$ cat src/design/wdeq_pkg.sv
// Shared types and constants for the wrapping deadline event queue.
// No dependencies; used by the cell and the top level.
`timescale 1ns / 1ps
package wdeq_pkg;

	localparam logic [31:0] HALF_RANGE  = 32'h8000_0000;
	localparam logic [31:0] WRAP_WINDOW = 32'h1000_0000;

	localparam logic [2:0] CMD_ADD_DELAY = 3'd0;
	localparam logic [2:0] CMD_ADD_AT    = 3'd1;
	localparam logic [2:0] CMD_POP       = 3'd2;
	localparam logic [2:0] CMD_FIND      = 3'd3;
	localparam logic [2:0] CMD_DELETE    = 3'd4;
	localparam logic [2:0] CMD_REBASE    = 3'd5;
	localparam logic [2:0] CMD_CLEAR     = 3'd6;

	localparam logic REG_SPECIAL = 1'b0;
	localparam logic REG_COMPARE = 1'b1;

	typedef enum logic [2:0] {
		OP_NONE,
		OP_INSERT,
		OP_REMOVE_TYPE,
		OP_REMOVE_FRONT,
		OP_MAP,
		OP_CLEAR,
		OP_FIND
	} op_kind_t;

	typedef struct packed {
		op_kind_t    kind;
		logic [3:0]  etype;
		logic [31:0] deadline;
		logic [31:0] now;
		logic [31:0] base;
		logic [3:0]  spec_type;
		logic        done;
	} op_t;

	typedef struct packed {
		logic        valid;
		logic [3:0]  etype;
		logic [31:0] deadline;
	} entry_t;

endpackage

$ cat src/design/wdeq_cell.sv
// One queue slot: holds an event and trades it with its neighbors.
// Depends on wdeq_pkg for the operation and entry types.
`timescale 1ns / 1ps
module wdeq_cell import wdeq_pkg::*; (
	input  logic   clk,
	input  logic   arst_n,
	input  op_t    op,
	input  entry_t left,
	input  entry_t right,
	input  logic   g_in,
	input  logic   b_in,
	output entry_t cur,
	output logic   g_out,
	output logic   b_out,
	output logic   tmatch,
	output logic   sel
);

	entry_t      ent_q;
	entry_t      ent_d;
	logic [31:0] ad;
	logic [31:0] bd;
	logic [31:0] back;
	logic        gb;
	logic        special;
	logic        hit;

	assign cur = ent_q;

	always_comb begin
		ad = op.deadline - op.now;
		bd = ent_q.deadline - op.now;
		back = op.now - ent_q.deadline;
		if (ad[31]) begin
			gb = 1'b0;
		end else if (!bd[31]) begin
			gb = ad < bd;
		end else if (back < WRAP_WINDOW) begin
			gb = (ent_q.etype == op.spec_type) && op.done;
		end else begin
			gb = 1'b1;
		end
		special = op.etype == op.spec_type;
		tmatch = ent_q.valid && (ent_q.etype == op.etype);
		g_out = g_in || (ent_q.valid && gb && !special);
		case (op.kind)
			OP_INSERT:       hit = !ent_q.valid || (g_out && (ent_q.deadline != op.deadline));
			OP_REMOVE_TYPE:  hit = tmatch;
			OP_REMOVE_FRONT: hit = ent_q.valid;
			OP_FIND:         hit = tmatch;
			default:         hit = 1'b0;
		endcase
		b_out = b_in || hit;
		sel = hit && !b_in;
		ent_d = ent_q;
		case (op.kind)
			OP_INSERT: begin
				if (b_in) begin
					ent_d = left;
				end else if (hit) begin
					ent_d = '{valid: 1'b1, etype: op.etype, deadline: op.deadline};
				end
			end
			OP_REMOVE_TYPE, OP_REMOVE_FRONT: begin
				if (b_out) begin
					ent_d = right;
				end
			end
			OP_MAP: begin
				ent_d.deadline = (ent_q.deadline - op.now) + op.base;
			end
			OP_CLEAR: begin
				ent_d.valid = 1'b0;
			end
			default: begin
				ent_d = ent_q;
			end
		endcase
	end

	always_ff @(posedge clk or negedge arst_n) begin
		if (!arst_n) begin
			ent_q <= '0;
		end else begin
			ent_q <= ent_d;
		end
	end

endmodule

$ cat config.mk
export PLATFORM = sky130hd
export DESIGN_NAME = wdeq_cell
export DESIGN_NICKNAME = d
export VERILOG_FILES = /design/src/design/wdeq_pkg.sv /design/src/design/wdeq_cell.sv
export SDC_FILE = /design/constraint.sdc
export NUM_CORES = 1
export LEC_CHECK = 0
export CORE_ASPECT_RATIO = 1.5
export CORE_UTILIZATION = 50
export CTS_BUF_LIST = sky130_fd_sc_hd__clkbuf_16
export DETAILED_ROUTE_END_ITERATION = 7
export DONT_BUFFER_PORTS = 1
export PLACE_DENSITY = 0.75
export SLEW_MARGIN = 25
export SYNTH_ARGS = -nofsm -noshare
export SYNTH_HDL_FRONTEND = slang
export SYNTH_SLANG_ARGS = --single-unit
$ cat constraint.sdc
create_clock -name clk -period 11.9 [get_ports clk]
set_clock_uncertainty 0.2 [all_clocks]
set_input_delay 1.19 -clock clk [delete_from_list [all_inputs] [get_ports clk]]
set_output_delay 1.19 -clock clk [all_outputs]
set_load 0.005 [all_outputs]
## Word-level counts from Yosys, hierarchy flattened

Cells that the tools add are included.

| operators by class | value |
|---|---|
| multiplexer cells | 10 |
| $lt $le $gt $ge | 2 |
| add/subtract/negate cells | 4 |
| reductions and logical operators | 20 |
| equal/unequal tests | 12 |

Operators by type and width:

| cell | count |
|---|---|
| $mux W37 | 3 |
| $pmux W32 S3 | 1 |
| $sub A32 B32 Y32 | 3 |
| $add A32 B32 Y32 | 1 |
| $lt A32 B29 Y1 const B | 1 |
| $lt A32 B32 Y1 | 1 |
| $ne A32 B32 Y1 | 1 |
| $eq A4 B4 Y1 | 3 |
| $eq A3 B3 Y1 const B | 3 |
| $reduce_and A3 Y1 | 3 |
| $pmux W4 S2 | 1 |
| $eq A3 B2 Y1 const B | 2 |
| $logic_and A1 B1 Y1 | 6 |
| $pmux W1 S3 | 2 |
| $reduce_bool A3 Y1 | 2 |
| $reduce_or A2 Y1 | 2 |
| $eq A3 B1 Y1 const B | 1 |
| $logic_not A1 Y1 | 3 |
| $logic_or A1 B1 Y1 | 3 |
| $mux W1 | 3 |
| $ne A3 B3 Y1 const B | 1 |
| $ne A2 B2 Y1 const B | 1 |
| $reduce_bool A2 Y1 | 1 |

| storage, ports and cells | value |
|---|---|
| output and inout bits | 41 |
| logic and storage cells | 51 |
| bits in registers | 37 |
| input port bits | 186 |

## Logic depth before layout (Yosys ltp)

Gate-level depths: netlist (run 1).

| logic depth | value |
|---|---|
| word-level depth | 14 |
| depth in mapped cells | 27 |
| mapped depth without buffers | 25 |

## Least setup slack after synthesis (run 1)

OpenSTA, ideal clock, no wires.

| path | value |
|---|---|
| kind | input port to output port |
| start point | input port op[69] in the netlist's numbering |
| end point | output port sel |
| cell stages on the path | 22 |
| data arrival time | 5.060 ns |
| data required time | 10.510 ns |
| path slack | 5.450 ns |
| buffers on the path | 0 |
| path through | inv_1 -> ha_1 -> inv_1 -> fa_1 -> a21o_1 -> a221o_1 -> a21oi_1 -> o32ai_1 -> nor4_1 -> o31ai_1 -> o41ai_1 -> o21ai_0 -> mux2i_1 -> o2111ai_1 -> ha_1 -> nor2b_1 -> o21ai_0 -> o211ai_1 -> a21oi_1 -> a211o_1 -> o311ai_4 -> a21oi_1 |

| between the ends | value |
|---|---|
| longest elaborated chain between the ends | 11 |

RTL lines:

| what | RTL line | text |
|---|---|---|
| from (decl) | wdeq_cell.sv:7 | `input op_t op,` |
| $sub A32 B32 Y32 | wdeq_cell.sv:31 | `ad = op.deadline - op.now;` |
| $lt A32 B32 Y1 | wdeq_cell.sv:37 | `gb = ad < bd;` |
| $mux W1 | wdeq_cell.sv:36 | `end else if (!bd[31]) begin` |
| $mux W1 | wdeq_cell.sv:34 | `if (ad[31]) begin` |
| $logic_and A1 B1 Y1 (2 in a row) | wdeq_cell.sv:45 | `g_out = g_in \|\| (ent_q.valid && gb && !special);` |
| $logic_or A1 B1 Y1 | wdeq_cell.sv:45 |  |
| $logic_and A1 B1 Y1 * | wdeq_cell.sv:47 | `OP_INSERT: hit = !ent_q.valid \|\| (g_out && (ent_q.deadline != op.deadline));` |
| $logic_or A1 B1 Y1 * | wdeq_cell.sv:47 |  |
| $pmux W1 S3 * | wdeq_cell.sv:46 | `case (op.kind)` |
| $logic_and A1 B1 Y1 * | wdeq_cell.sv:54 | `sel = hit && !b_in;` |
| to (decl) | wdeq_cell.sv:16 | `output logic sel` |

Every way passes the cells marked *; elsewhere a longest branch is shown, timed or not.

## Worst setup path after layout (run 1)

Same ends and word-level chain as after synthesis.

==> results of run 1 <==
-- power groups by stage --
| stage | registers, mW | logic (mW) | clock network [mW] |
|---|---|---|---|
| finish | 0.328 | 2.77 | 0.133 |
| global route | 0.334 | 2.98 | 0.139 |
| CTS | 0.323 | 2.71 | 0.133 |
| detailed placement | 0.324 | 2.69 | 0 |
| global placement | 0.325 | 2.67 | 0 |
| floorplan | 0.258 | 1.92 | 0 |
-- cell families (layout without fill, tap and decap cells) --
kind of cell / count (synthesis) / in the layout / share of synthesized area [%]
XOR/XNOR: 131 / 131 / 11.2
AND/OR/NAND/NOR: 363 / 363 / 17.5
AO/OA/AOI/OAI: 462 / 462 / 30.5
buffers and inverters: 182 / 141 / 7.31
multiplexers: 51 / 51 / 5.09
flip-flops: 37 / 37 / 9.01
adder cells (fa/ha/maj): 158 / 158 / 19.5
-- metrics by stage --
stage          instances  worst slack, ps  hold WS (ps)  cell area [um^2]
2_1_floorplan       1384             5450           377             10300
3_3_place_gp        1594             4350           426             10400
3_5_place_dp        1594             4170           435             10400
4_1_cts             1602             4320           394             10500
5_1_grt             1603             3870           389             10500
6_report            1603             4220           394             10500
-- Yosys cell counts (all sizes together) (19+ instances only) --
cell type	instances	area share, %
nor2	88	3.2
o21ai	80	3.9
nand4	29	1.9
mux2i	41	4.0
a211oi	30	2.2
nor3	54	2.6
nand2b	21	1.3
clkbuf	26	0.95
nand3	20	1.1
o211ai	19	1.4
xnor2	86	7.3
dfrtp	37	9.0
buf	27	1.6
a21o	65	4.8
a21oi	132	6.4
xor2	45	3.8
nand2	91	3.3
ha	155	19
inv	128	4.7
-- cell type report --
| cell class | instances | area [um^2] |
|---|---|---|
| tap | 260 | 325 |
| multi-input combinational | 1165 | 8610 |
| sequential | 37 | 926 |
| fill | 2035 | 9410 |
| clock inverter | 3 | 13.8 |
| clock buffer | 5 | 125 |
| inverter | 129 | 484 |
| timing repair buffer | 4 | 50.0 |
-- worst register-to-register path, cell delays in order, from the launching register on --
cell	delay, ps
dfrtp_1	600
ha_1	420
a21o_1	250
a21o_1	170
a21o_1	160
a21oi_1	140
o21ai_0	90
a21o_1	180
a221o_1	390
a2111oi_0	1120
xnor2_1	240
inv_1	70
ha_1	310
nand4_1	120
nor2_1	160
o211ai_1	100
a211o_1	390
o311ai_4	160
a31oi_4	320
a21oi_1	900
a221oi_1	220
-- path summary, 6_finish.rpt --
kind / endpoint / slack (ps) / startpoint / cells past startpoint
hold / removal: cur[0]$_DFFE_PN0P_ / 390 / arst_n / 0
max in group asynchronous: cur[6]$_DFFE_PN0P_ / 11010 / arst_n / 0
setup reg to reg: cur[7]$_DFFE_PN0P_ / 5030 / cur[14]$_DFFE_PN0P_ / 20
setup / recovery: sel / 4220 / op[69] / 22
min in group clk: cur[33]$_DFFE_PN0P_ / 450 / cur[33]$_DFFE_PN0P_ / 1
hold reg to reg: cur[33]$_DFFE_PN0P_ / 450 / cur[33]$_DFFE_PN0P_ / 1
-- per-layer routing --
| metal | track usage [%] | wire length (um) | vias to the layer above |
|---|---|---|---|
| li1 | - | - | 5004 |
| met1 | 39.0 | 14400 | 4970 |
| met2 | 65.5 | 19000 | 618 |
| met3 | 9.03 | 3510 | 191 |
| met4 | 40.0 | 5070 | 0 |
| met5 | 0 | 0 | - |
==> key figures, run 1 <==
Outcome
  – Status: completed

STA
  – Fmax: 130 MHz
  – Max-slew violation count: 0
  – Post-route setup TNS: 0 ps
  – Final-report hold violation count: 0
  – Tcrit/Tclk final: 64.5%
  – Worst Max-Slew Pin Slew: 1330 ps
  – RSZ-0062 raised after global routing: no
  – Tmin final: 7680 ps
  – # setup viols final: 0
  – Max-slew headroom: 9.34%

CTS
  – Clock Tree Root: clkbuf_16
  – Clock-pin slew on the worst setup and hold paths: 60 ps
  – CTS tree: built
  – Htree depth: 2
  – CTS Buffer Depth: 2
  – Number of CTS-inserted buffers: 5
  – Clock Sinks: 37
  – Post-CTS Hold Buffers: 0
  – Post-CTS sizing: 0
  – Worst-skew pair later-pin latency: 290 ps
  – # Post-CTS Setup Buffers: 0

Finish
  – Ant. Diodes: 0
  – Final Net Count: 1686
  – Commonest non-fill, non-tap cells in the layout: 155 x ha_1, 132 x a21oi_1, 129 x inv_1
  – Final Util: 52.8%
  – Number of flip-flops in the largest register: 37
  – Share of cells above drive strength 1: 3.50%
  – Area delta synth->final: 2.56%
  – Commonest non-fill, non-tap cell in the layout: ha_1

Logic synthesis
  – Syn_area_per_cell: 7.42 um^2
  – Syn Nets: 1728
  – Post-synth EDFFs: 0
  – Ys async rst share: 100%
  – Post-synth cell types: 84
  – Mapped Area: 10300 um^2
  – Synth Flop Type: dfrtp_1
  – Yosys warns: 0
  – Mapped Cells: 1384
  – Flops & latches, synth: 37
  – Post-synthesis sequential area ratio: 9.01%

Global route
  – Largest net degree at the start of global routing: 48
  – Initial antenna violation count: 0
  – First-pass GRT wire length: 61.7 mm
  – Vias in the first global route: 10500
  – Overall routing resource usage: 39.1%
  – Total grt overflow: 0

Drt
  – Initial DRT Pass Iterations: 7
  – DRC: 0
  – Initial DRC count: 939
  – Post-Route WL: 42.0 mm
  – WL per Instance: 26.2 um
  – Vias: 10800
  – Via-to-Cell Ratio: 6.73
  – Antenna-violating nets left: 0

Die
  – CORE AREA: 19900 um^2
  – Die width: 119 um
  – Die H: 178 um
  – Starting Density: 51.5%
  – Die ar.: 21100 um^2
  – Row count: 63
  – Io pins: 227

Pwr
  – Comb pwr share: 85.7%
  – Worst VDD drop: 0.000125 V
  – Switching share of total power: 60.4%
  – Leak Pwr: 4.93 nW
  – Sequential share of power: 10.1%
  – Pwr Total: 3.23 mW
  – PwrDens: 307 nW/um^2
  – Clock Power Share: 4.1%
  – Cell-internal power: 1.28 mW
  – Psw: 1.95 mW

Critical path
  – CP Class: in -> out
  – Worst Path Buf+Inv: 2
  – CP arrival: 6290 ps
  – CP max FO: 5
  – CP required: 10510 ps
  – Most frequent CP cell: a21oi_1
  – CP Capture Type: primary output
  – Slowest cell on crit path: o41ai_1
  – Max stage delay on crit path: 780 ps
  – Type of origin of the critical path: input port
  – Worst path cell trace: inv_1 > ha_1 > inv_1 > fa_1 > a21o_1 > a221o_1 > a21oi_1 > o32ai_1 > nor4_1 > o31ai_1 > o41ai_1 > o21ai_0 > mux2i_1 > o2111ai_1 > ha_1 > nor2b_1 > o21ai_0 > o211ai_1 > a21oi_1 > a211o_1 > o311ai_4 > a21oi_1
  – Top delay family on crit path: compound AO/OA/AOI/OAI gates

Placed design
  – Final HPWL DP: 35.2 mm
  – Port-buffer cells: 0
  – Placer Congestion: 1.08

Min path
  – Worst min path class: in -> async

Job
  – Max-cap violations: 0
No activity file was read; power rests on OpenSTA's default activity.
==> inputs of run 2 (changes only) <==
==> constraint.sdc (replaced) <==
create_clock -name clk -period 7.34 [get_ports clk]
set_clock_uncertainty 0.2 [all_clocks]
set_input_delay 0.734 -clock clk [delete_from_list [all_inputs] [get_ports clk]]
set_output_delay 0.734 -clock clk [all_outputs]
set_load 0.005 [all_outputs]
==> run 2 against run 1 <==
Cell area grew 0.23%. Register-to-register slack lost 4300 ps. Clock-buffer cell count is the same. Critical path type is now in -> reg. Worst hold slack lost 300 ps.
==> key figures, run 2 (synthesis gave the netlist of run 1 again) <==
Die
  – CORE AREA: 19900 um^2 (unchanged)
  – Die width: 119 um (unchanged)
  – Row count: 63 (unchanged)
  – Die H: 178 um (unchanged)
  – Die ar.: 21100 um^2 (unchanged)
  – Starting Density: 51.5% (unchanged)
  – Io pins: 227 (unchanged)

Placed design
  – Placer Congestion: 1.13 (was 1.08)
  – Post-Place Setup Slack: 618 ps (was 4170 ps)
  – Final HPWL DP: 35.4 mm (was 35.2 mm)
  – Placed inst area: 10400 um^2 (about the same)
  – Port-buffer cells: 0 (unchanged)
  – Placed Instances: 1599 (was 1594)

CTS
  – Post-CTS sizing: 0 (unchanged)
  – Worst-skew pair later-pin latency: 280 ps (was 290 ps)
  – CTS tree: built (unchanged)
  – # Post-CTS Setup Buffers: 0 (unchanged)
  – Clock-pin slew on the worst setup and hold paths: 60 ps (about the same)
  – Post-CTS Hold Buffers: 1 (was 0)
  – CTS Buffer Depth: 2 (unchanged)
  – Htree depth: 2 (unchanged)
  – Clock Sinks: 37 (unchanged)
  – Clock Tree Root: clkbuf_16 (unchanged)
  – Number of CTS-inserted buffers: 5 (unchanged)

Critical path
  – Number of cells on the worst reg-to-reg path: 23 (was 20)
  – CP Capture Type: flip-flop (was primary output)
  – R2R Setup Slk: 780 ps (was 5030 ps)
  – CP required: 7250 ps (was 10510 ps)
  – Type of origin of the critical path: input port (unchanged)
  – Max stage delay on crit path: 900 ps (was 780 ps)
  – Critical R2R Capture: cur[2]$_DFFE_PN0P_ (was cur[7]$_DFFE_PN0P_)
  – Worst path cell trace: inv_1 > ha_1 > inv_1 > fa_1 > a21o_1 > a221o_1 > a21oi_1 > o32ai_1 > nor4_1 > o31ai_1 > o41ai_1 > buf_4 > o21ai_0 > mux2i_1 > o2111ai_1 > ha_1 > nand4_1 > nor2_1 > o211ai_1 > a211o_1 > o311ai_4 > a31oi_4 > a21oi_1 > a221oi_1 (was inv_1 > ha_1 > inv_1 > fa_1 > a21o_1 > a221o_1 > a21oi_1 > o32ai_1 > nor4_1 > o31ai_1 > o41ai_1 > o21ai_0 > mux2i_1 > o2111ai_1 > ha_1 > nor2b_1 > o21ai_0 > o211ai_1 > a21oi_1 > a211o_1 > o311ai_4 > a21oi_1)
  – Slowest cell on crit path: a21oi_1 (was o41ai_1)
  – CP max FO: 10 (was 5)
  – Reg2reg start: cur[0]$_DFFE_PN0P_ (was cur[14]$_DFFE_PN0P_)
  – CP Class: in -> reg (was in -> out)
  – Crit path from: op[69] (unchanged)
  – CP endpoint: cur[2]$_DFFE_PN0P_ (was sel)
  – CP arrival: 6510 ps (was 6290 ps)

Drt
  – Via-to-Cell Ratio: 6.67 (was 6.73)
  – Post-Route WL: 42.2 mm (was 42.0 mm)
  – Vias: 10700 (was 10800)
  – Initial DRC count: 915 (was 939)
  – WL per Instance: 26.3 um (was 26.2 um)
  – Initial DRT Pass Iterations: 7 (unchanged)
  – Antenna-violating nets left: 0 (unchanged)
  – DRC: 0 (unchanged)

Pwr
  – Switching share of total power: 60.3% (was 60.4%)
  – Psw: 3.16 mW (was 1.95 mW)
  – Leak Pwr: 4.95 nW (was 4.93 nW)
  – Cell-internal power: 2.08 mW (was 1.28 mW)
  – Comb pwr share: 86.1% (was 85.7%)
  – PwrDens: 497 nW/um^2 (was 307 nW/um^2)
  – Sequential share of power: 10.0% (was 10.1%)
  – Clock Power Share: 3.9% (was 4.1%)
  – Worst VDD drop: 0.000243 V (was 0.000125 V)

STA
  – Post-route setup TNS: 0 ps (unchanged)
  – Tcrit/Tclk final: 89.9%
  – Fmax: 151 MHz
  – Final-report hold violation count: 0 (unchanged)
  – Setup WS post-layout: 739 ps (was 4220 ps)
  – # setup viols final: 0 (unchanged)
  – Tmin final: 6600 ps
  – RSZ-0062 raised after global routing: no (unchanged)
  – Max-slew violation count: 0 (unchanged)
  – Worst Max-Slew Pin Slew: 1030 ps (was 1330 ps)
  – Max-slew headroom: 29.3% (was 9.34%)

Finish
  – Ant. Diodes: 0 (unchanged)
  – Final Net Count: 1691 (was 1686)
  – Non-Filler Instances: 1607 (was 1603)
  – Number of flip-flops in the largest register: 37 (unchanged)
  – Area delta synth->final: 2.79% (was 2.56%)
  – Commonest non-fill, non-tap cells in the layout: 155 x ha_1, 132 x a21oi_1, 129 x inv_1 (unchanged)
  – Fillcell total: 1988 (was 2035)
  – Share of cells above drive strength 1: 3.71% (was 3.50%)
  – Commonest non-fill, non-tap cell in the layout: ha_1 (unchanged)
  – Fin area: 10600 um^2 (was 10500 um^2)

Global route
  – Overall routing resource usage: 39.1% (about the same)
  – Largest net degree at the start of global routing: 48 (unchanged)
  – Total grt overflow: 0 (unchanged)
  – Initial antenna violation count: 0 (unchanged)
  – Vias in the first global route: 10500 (about the same)
  – First-pass GRT wire length: 61.5 mm (was 61.7 mm)

Outcome
  – Status: completed (unchanged)

Min path
  – Worst min path class: in -> async (unchanged)

Job
  – Max-cap violations: 0 (unchanged)
## run 2: routing by layer
layer  track usage, %  routed length [um]
met1             39.1               14400
met2             66.1               19400
met3             9.48                3460
met4             37.7                4840
met5                0                   0
## run 2: stage by stage
| step | power (mW) | utilization (%) | hold slack (ps) |
|---|---|---|---|
| 2_1_floorplan | 3.54 | - | 238 |
| 3_3_place_gp | 4.88 | 52.2 | 240 |
| 3_5_place_dp | 4.91 | 52.2 | 240 |
| 4_1_cts | 5.15 | 52.9 | 104 |
| 5_1_grt | 5.59 | 52.9 | 106 |
| 6_report | 5.25 | 52.9 | 91.9 |
## run 2: critical path: cells and delay by family
kind / cells / cell delay (ps)
compound gates: 14 / 3900
fa+ha+maj: 3 / 860
simple gates: 3 / 500
buf+inv: 3 / 300
mux: 1 / 200
## run 2: cell type report
type	count	area [um^2]	share of cell area, %
multi-input cells	1165	8610	81.5
flip-flops and latches	37	926	8.77
inverters	129	484	4.59
well taps	260	325	3.08
clock buffers	5	125	1.18
repair buffers	9	80.1	0.758
clock inverters	2	7.51	0.0711
## run 2: power groups by stage
stage	Sequential (mW)	Clock (mW)	Combinational [mW]
detailed placement	0.514	0	4.39
finish	0.522	0.206	4.52
floorplan	0.418	0	3.12
global route	0.529	0.216	4.84
CTS	0.511	0.205	4.43
global placement	0.512	0	4.37
## run 2: worst min-delay path by stage
stage                     cells past startpoint                   to  slack [ps]
after floorplan                               0   cur[0]$_DFFE_PN0P_         240
after global placement                        0  cur[35]$_DFFE_PN0P_         240
after detailed placement                      0  cur[12]$_DFFE_PN0P_         240
after CTS                                     1  cur[12]$_DFFE_PN0P_         100
after global routing                          1  cur[12]$_DFFE_PN0P_         110
final                                         1  cur[12]$_DFFE_PN0P_          90
==> inputs of run 3 (changes only) <==
--- a/config.mk
+++ b/config.mk
@@ -5,12 +5,13 @@
 export SDC_FILE = /design/constraint.sdc
 export NUM_CORES = 1
 export LEC_CHECK = 0
+export ABC_CLOCK_PERIOD_IN_PS = 5800
 export CORE_ASPECT_RATIO = 1.5
 export CORE_UTILIZATION = 50
 export CTS_BUF_LIST = sky130_fd_sc_hd__clkbuf_16
 export DETAILED_ROUTE_END_ITERATION = 7
 export DONT_BUFFER_PORTS = 1
-export PLACE_DENSITY = 0.75
+export PLACE_DENSITY = 0.78
 export SLEW_MARGIN = 25
 export SYNTH_ARGS = -nofsm -noshare
 export SYNTH_HDL_FRONTEND = slang
==> constraint.sdc (replaced) <==
create_clock -name clk -period 5.8 [get_ports clk]
set_clock_uncertainty 0.2 [all_clocks]
set_input_delay 0.58 -clock clk [delete_from_list [all_inputs] [get_ports clk]]
set_output_delay 0.58 -clock clk [all_outputs]
set_load 0.005 [all_outputs]
==> run 3 against run 2 <==
Final cell count rose by 6.2%. Power rose by 44%. Core utilization rose by 4.7 points. First-iteration DRC count fell by 4.0%. Largest power group unchanged. Worst hold slack improved by 100 ps. Clock power rose by 28%. Non-clock buffer count rose by 99.
==> key figures, run 3 (synthesis gave the netlist of run 1 again) <==
Placed design
  – Placer Congestion: 1.11 (was 1.13)
  – Post-Place Setup Slack: -61.0 ps (was 618 ps)
  – Port-buffer cells: 0 (unchanged)
  – Final HPWL DP: 39.3 mm (was 35.4 mm)
  – Placed inst area: 11100 um^2 (was 10400 um^2)
  – Placed Instances: 1692 (was 1599)

Drt
  – Post-Route WL: 46.7 mm (was 42.2 mm)
  – DRC: 0 (unchanged)
  – Initial DRT Pass Iterations: 5 (was 7)
  – WL per Instance: 27.4 um (was 26.3 um)
  – Via-to-Cell Ratio: 6.74 (was 6.67)
  – Antenna-violating nets left: 0 (unchanged)
  – Initial DRC count: 878 (was 915)
  – Vias: 11500 (was 10700)

Global route
  – Met2 layer usage reported by global route: 75.4% (was 66.1%)
  – Total grt overflow: 0 (unchanged)
  – Initial antenna violation count: 0 (unchanged)
  – Vias in the first global route: 11300 (was 10500)
  – M3 GR Usage: 7.87% (was 9.48%)
  – Global routing's busiest layer: met2 (unchanged)
  – GR met1 Demand/Resource: 40.5% (was 39.1%)
  – First-pass GRT wire length: 67.2 mm (was 61.5 mm)
  – Overall routing resource usage: 43.2% (was 39.1%)
  – Largest net degree at the start of global routing: 48 (unchanged)

Finish
  – Ant. Diodes: 0 (unchanged)
  – Area delta synth->final: 12.0% (was 2.79%)
  – Commonest non-fill, non-tap cell in the layout: ha_1 (unchanged)
  – Final Net Count: 1790 (was 1691)
  – Non-Filler Instances: 1706 (was 1607)
  – Final Util: 57.7% (was 52.9%)
  – Commonest non-fill, non-tap cells in the layout: 154 x ha_1, 127 x inv_1, 124 x a21oi_1 (was 155 x ha_1, 132 x a21oi_1, 129 x inv_1)
  – Share of cells above drive strength 1: 12.2% (was 3.71%)
  – Number of flip-flops in the largest register: 37 (unchanged)
  – Fin area: 11500 um^2 (was 10600 um^2)

CTS
  – Worst-skew pair later-pin latency: 290 ps (was 280 ps)
  – Clock Sinks: 37 (unchanged)
  – Clock Tree Root: clkbuf_16 (unchanged)
  – Number of CTS-inserted buffers: 5 (unchanged)
  – Htree depth: 2 (unchanged)
  – CTS tree: built (unchanged)
  – Clock-pin slew on the worst setup and hold paths: 60 ps (about the same)
  – CTS Buffer Depth: 2 (unchanged)

STA
  – RSZ-0062 raised after global routing: yes (was no)
  – Worst Max-Slew Pin Slew: 916 ps (was 1030 ps)
  – Fmax: 173 MHz
  – # setup viols final: 0 (unchanged)
  – Max-slew headroom: 38.2% (was 29.3%)
  – Tmin final: 5790 ps
  – Setup WS post-layout: 8.28 ps (was 739 ps)
  – Worst hold margin: 195 ps (was 91.9 ps)
  – Post-route setup TNS: 0 ps (unchanged)
  – Final-report hold violation count: 0 (unchanged)
  – Tcrit/Tclk final: 99.9%
  – Max-slew violation count: 0 (unchanged)

Critical path
  – Worst path cell trace: ha_1 > nand4_1 > nor3_1 > a21oi_2 > a21oi_1 > o22ai_2 > buf_4 > o211ai_1 > a21oi_1 > nor2b_1 > o21ai_0 > a211o_1 > ha_1 > nand4_1 > nor3_1 > buf_4 > o211ai_1 > a211o_1 > o311ai_4 > buf_6 > nand3_4 > buf_6 (was inv_1 > ha_1 > inv_1 > fa_1 > a21o_1 > a221o_1 > a21oi_1 > o32ai_1 > nor4_1 > o31ai_1 > o41ai_1 > buf_4 > o21ai_0 > mux2i_1 > o2111ai_1 > ha_1 > nand4_1 > nor2_1 > o211ai_1 > a211o_1 > o311ai_4 > a31oi_4 > a21oi_1 > a221oi_1)
  – CP max FO: 5 (was 10)
  – CP Class: reg -> out (was in -> reg)
  – CP Capture Type: primary output (was flip-flop)
  – Slowest cell on crit path: dfrtp_1 (was a21oi_1)
  – Top delay family on crit path: compound AO/OA/AOI/OAI gates (unchanged)
  – CP arrival: 5010 ps (was 6510 ps)
  – Type of origin of the critical path: flip-flop (was input port)
  – CP required: 5020 ps (was 7250 ps)
  – Worst Path Buf+Inv: 4 (was 3)
  – Max stage delay on crit path: 420 ps (was 900 ps)

Job
  – Max-cap violations: 0 (unchanged)

Die
  – Io pins: 227 (unchanged)
  – CORE AREA: 19900 um^2 (unchanged)
  – Die ar.: 21100 um^2 (unchanged)
  – Starting Density: 51.5% (unchanged)
  – Row count: 63 (unchanged)
  – Die width: 119 um (unchanged)
  – Die H: 178 um (unchanged)

Pwr
  – Cell-internal power: 3.13 mW (was 2.08 mW)
  – Pwr Total: 7.58 mW (was 5.25 mW)
  – Sequential share of power: 7.5% (was 10.0%)
  – Worst VDD drop: 0.000411 V (was 0.000243 V)
  – Leak Pwr: 5.46 nW (was 4.95 nW)
  – Switching share of total power: 58.8% (was 60.3%)
  – Psw: 4.46 mW (was 3.16 mW)
  – PwrDens: 659 nW/um^2 (was 497 nW/um^2)
  – Clock Power Share: 3.5% (was 3.9%)
  – Comb pwr share: 89.0% (was 86.1%)

Outcome
  – Status: completed (unchanged)

Min path
  – Worst min path class: in -> reg (was in -> async)
==> run 3: what timing repair did <==
item | 4_1_cts | 5_1_grt
hold endpoints to repair | 37 | 0
setup buffers | 0 | 5
endpoints found under the setup margin | 1 | 38
gates resized for setup | 8 | 36
pin swaps | 0 | 19
gates cloned | 0 | 0
hold buffers | 2 | 0
==> run 3: power groups by stage <==
stage	logic [mW]	registers [mW]	clock network (mW)
floorplan	3.95	0.529	0
global placement	6.33	0.561	0
detailed placement	6.38	0.558	0
CTS	6.45	0.556	0.262
global route	7.12	0.567	0.272
finish	6.75	0.571	0.264
==> run 3: layer usage <==
layer  wire (um)  vias up
met3        3580      270
li1            -     5210
met2       22000      697
met1       14800     5328
met5           0        -
met4        6240        0
==> run 3: cell type report <==
class | count | area [um^2]
flip-flops and latches | 37 | 926
multi-input cells | 1165 | 8760
inverters | 129 | 497
repair buffers | 108 | 866
well taps | 260 | 325
clock buffers | 5 | 125
fillers | 1911 | 8440
clock inverters | 2 | 7.51
==> run 3: path summary, 6_finish.rpt <==
path                                      from                   to  slack [ps]  cells past startpoint
setup / recovery           cur[10]$_DFFE_PN0P_                b_out           8                     22
hold / removal                         op[107]   cur[4]$_DFFE_PN0P_         190                      1
setup reg to reg           cur[10]$_DFFE_PN0P_  cur[21]$_DFFE_PN0P_         170                     25
hold reg to reg             cur[0]$_DFFE_PN0P_   cur[0]$_DFFE_PN0P_         370                      2
max in group asynchronous               arst_n  cur[22]$_DFFE_PN0P_        4620                      2
min in group asynchronous               arst_n  cur[34]$_DFFE_PN0P_         570                      2
==> run 3: worst register-to-register path, cell delays in order, from the launching register on <==
cell,delay [ps]
dfrtp_1,420
ha_1,410
nand4_1,200
nor3_1,350
a21oi_2,120
a21oi_1,270
o22ai_2,130
buf_4,170
o211ai_1,190
a21oi_1,130
nor2b_1,120
o21ai_0,110
a211o_1,340
ha_1,320
a21o_1,170
a21oi_1,130
o21ai_0,100
buf_4,150
a21oi_1,150
a211o_1,210
o311ai_4,140
buf_4,180
a31oi_4,190
buf_6,170
mux2_2,340
a21oi_2,130
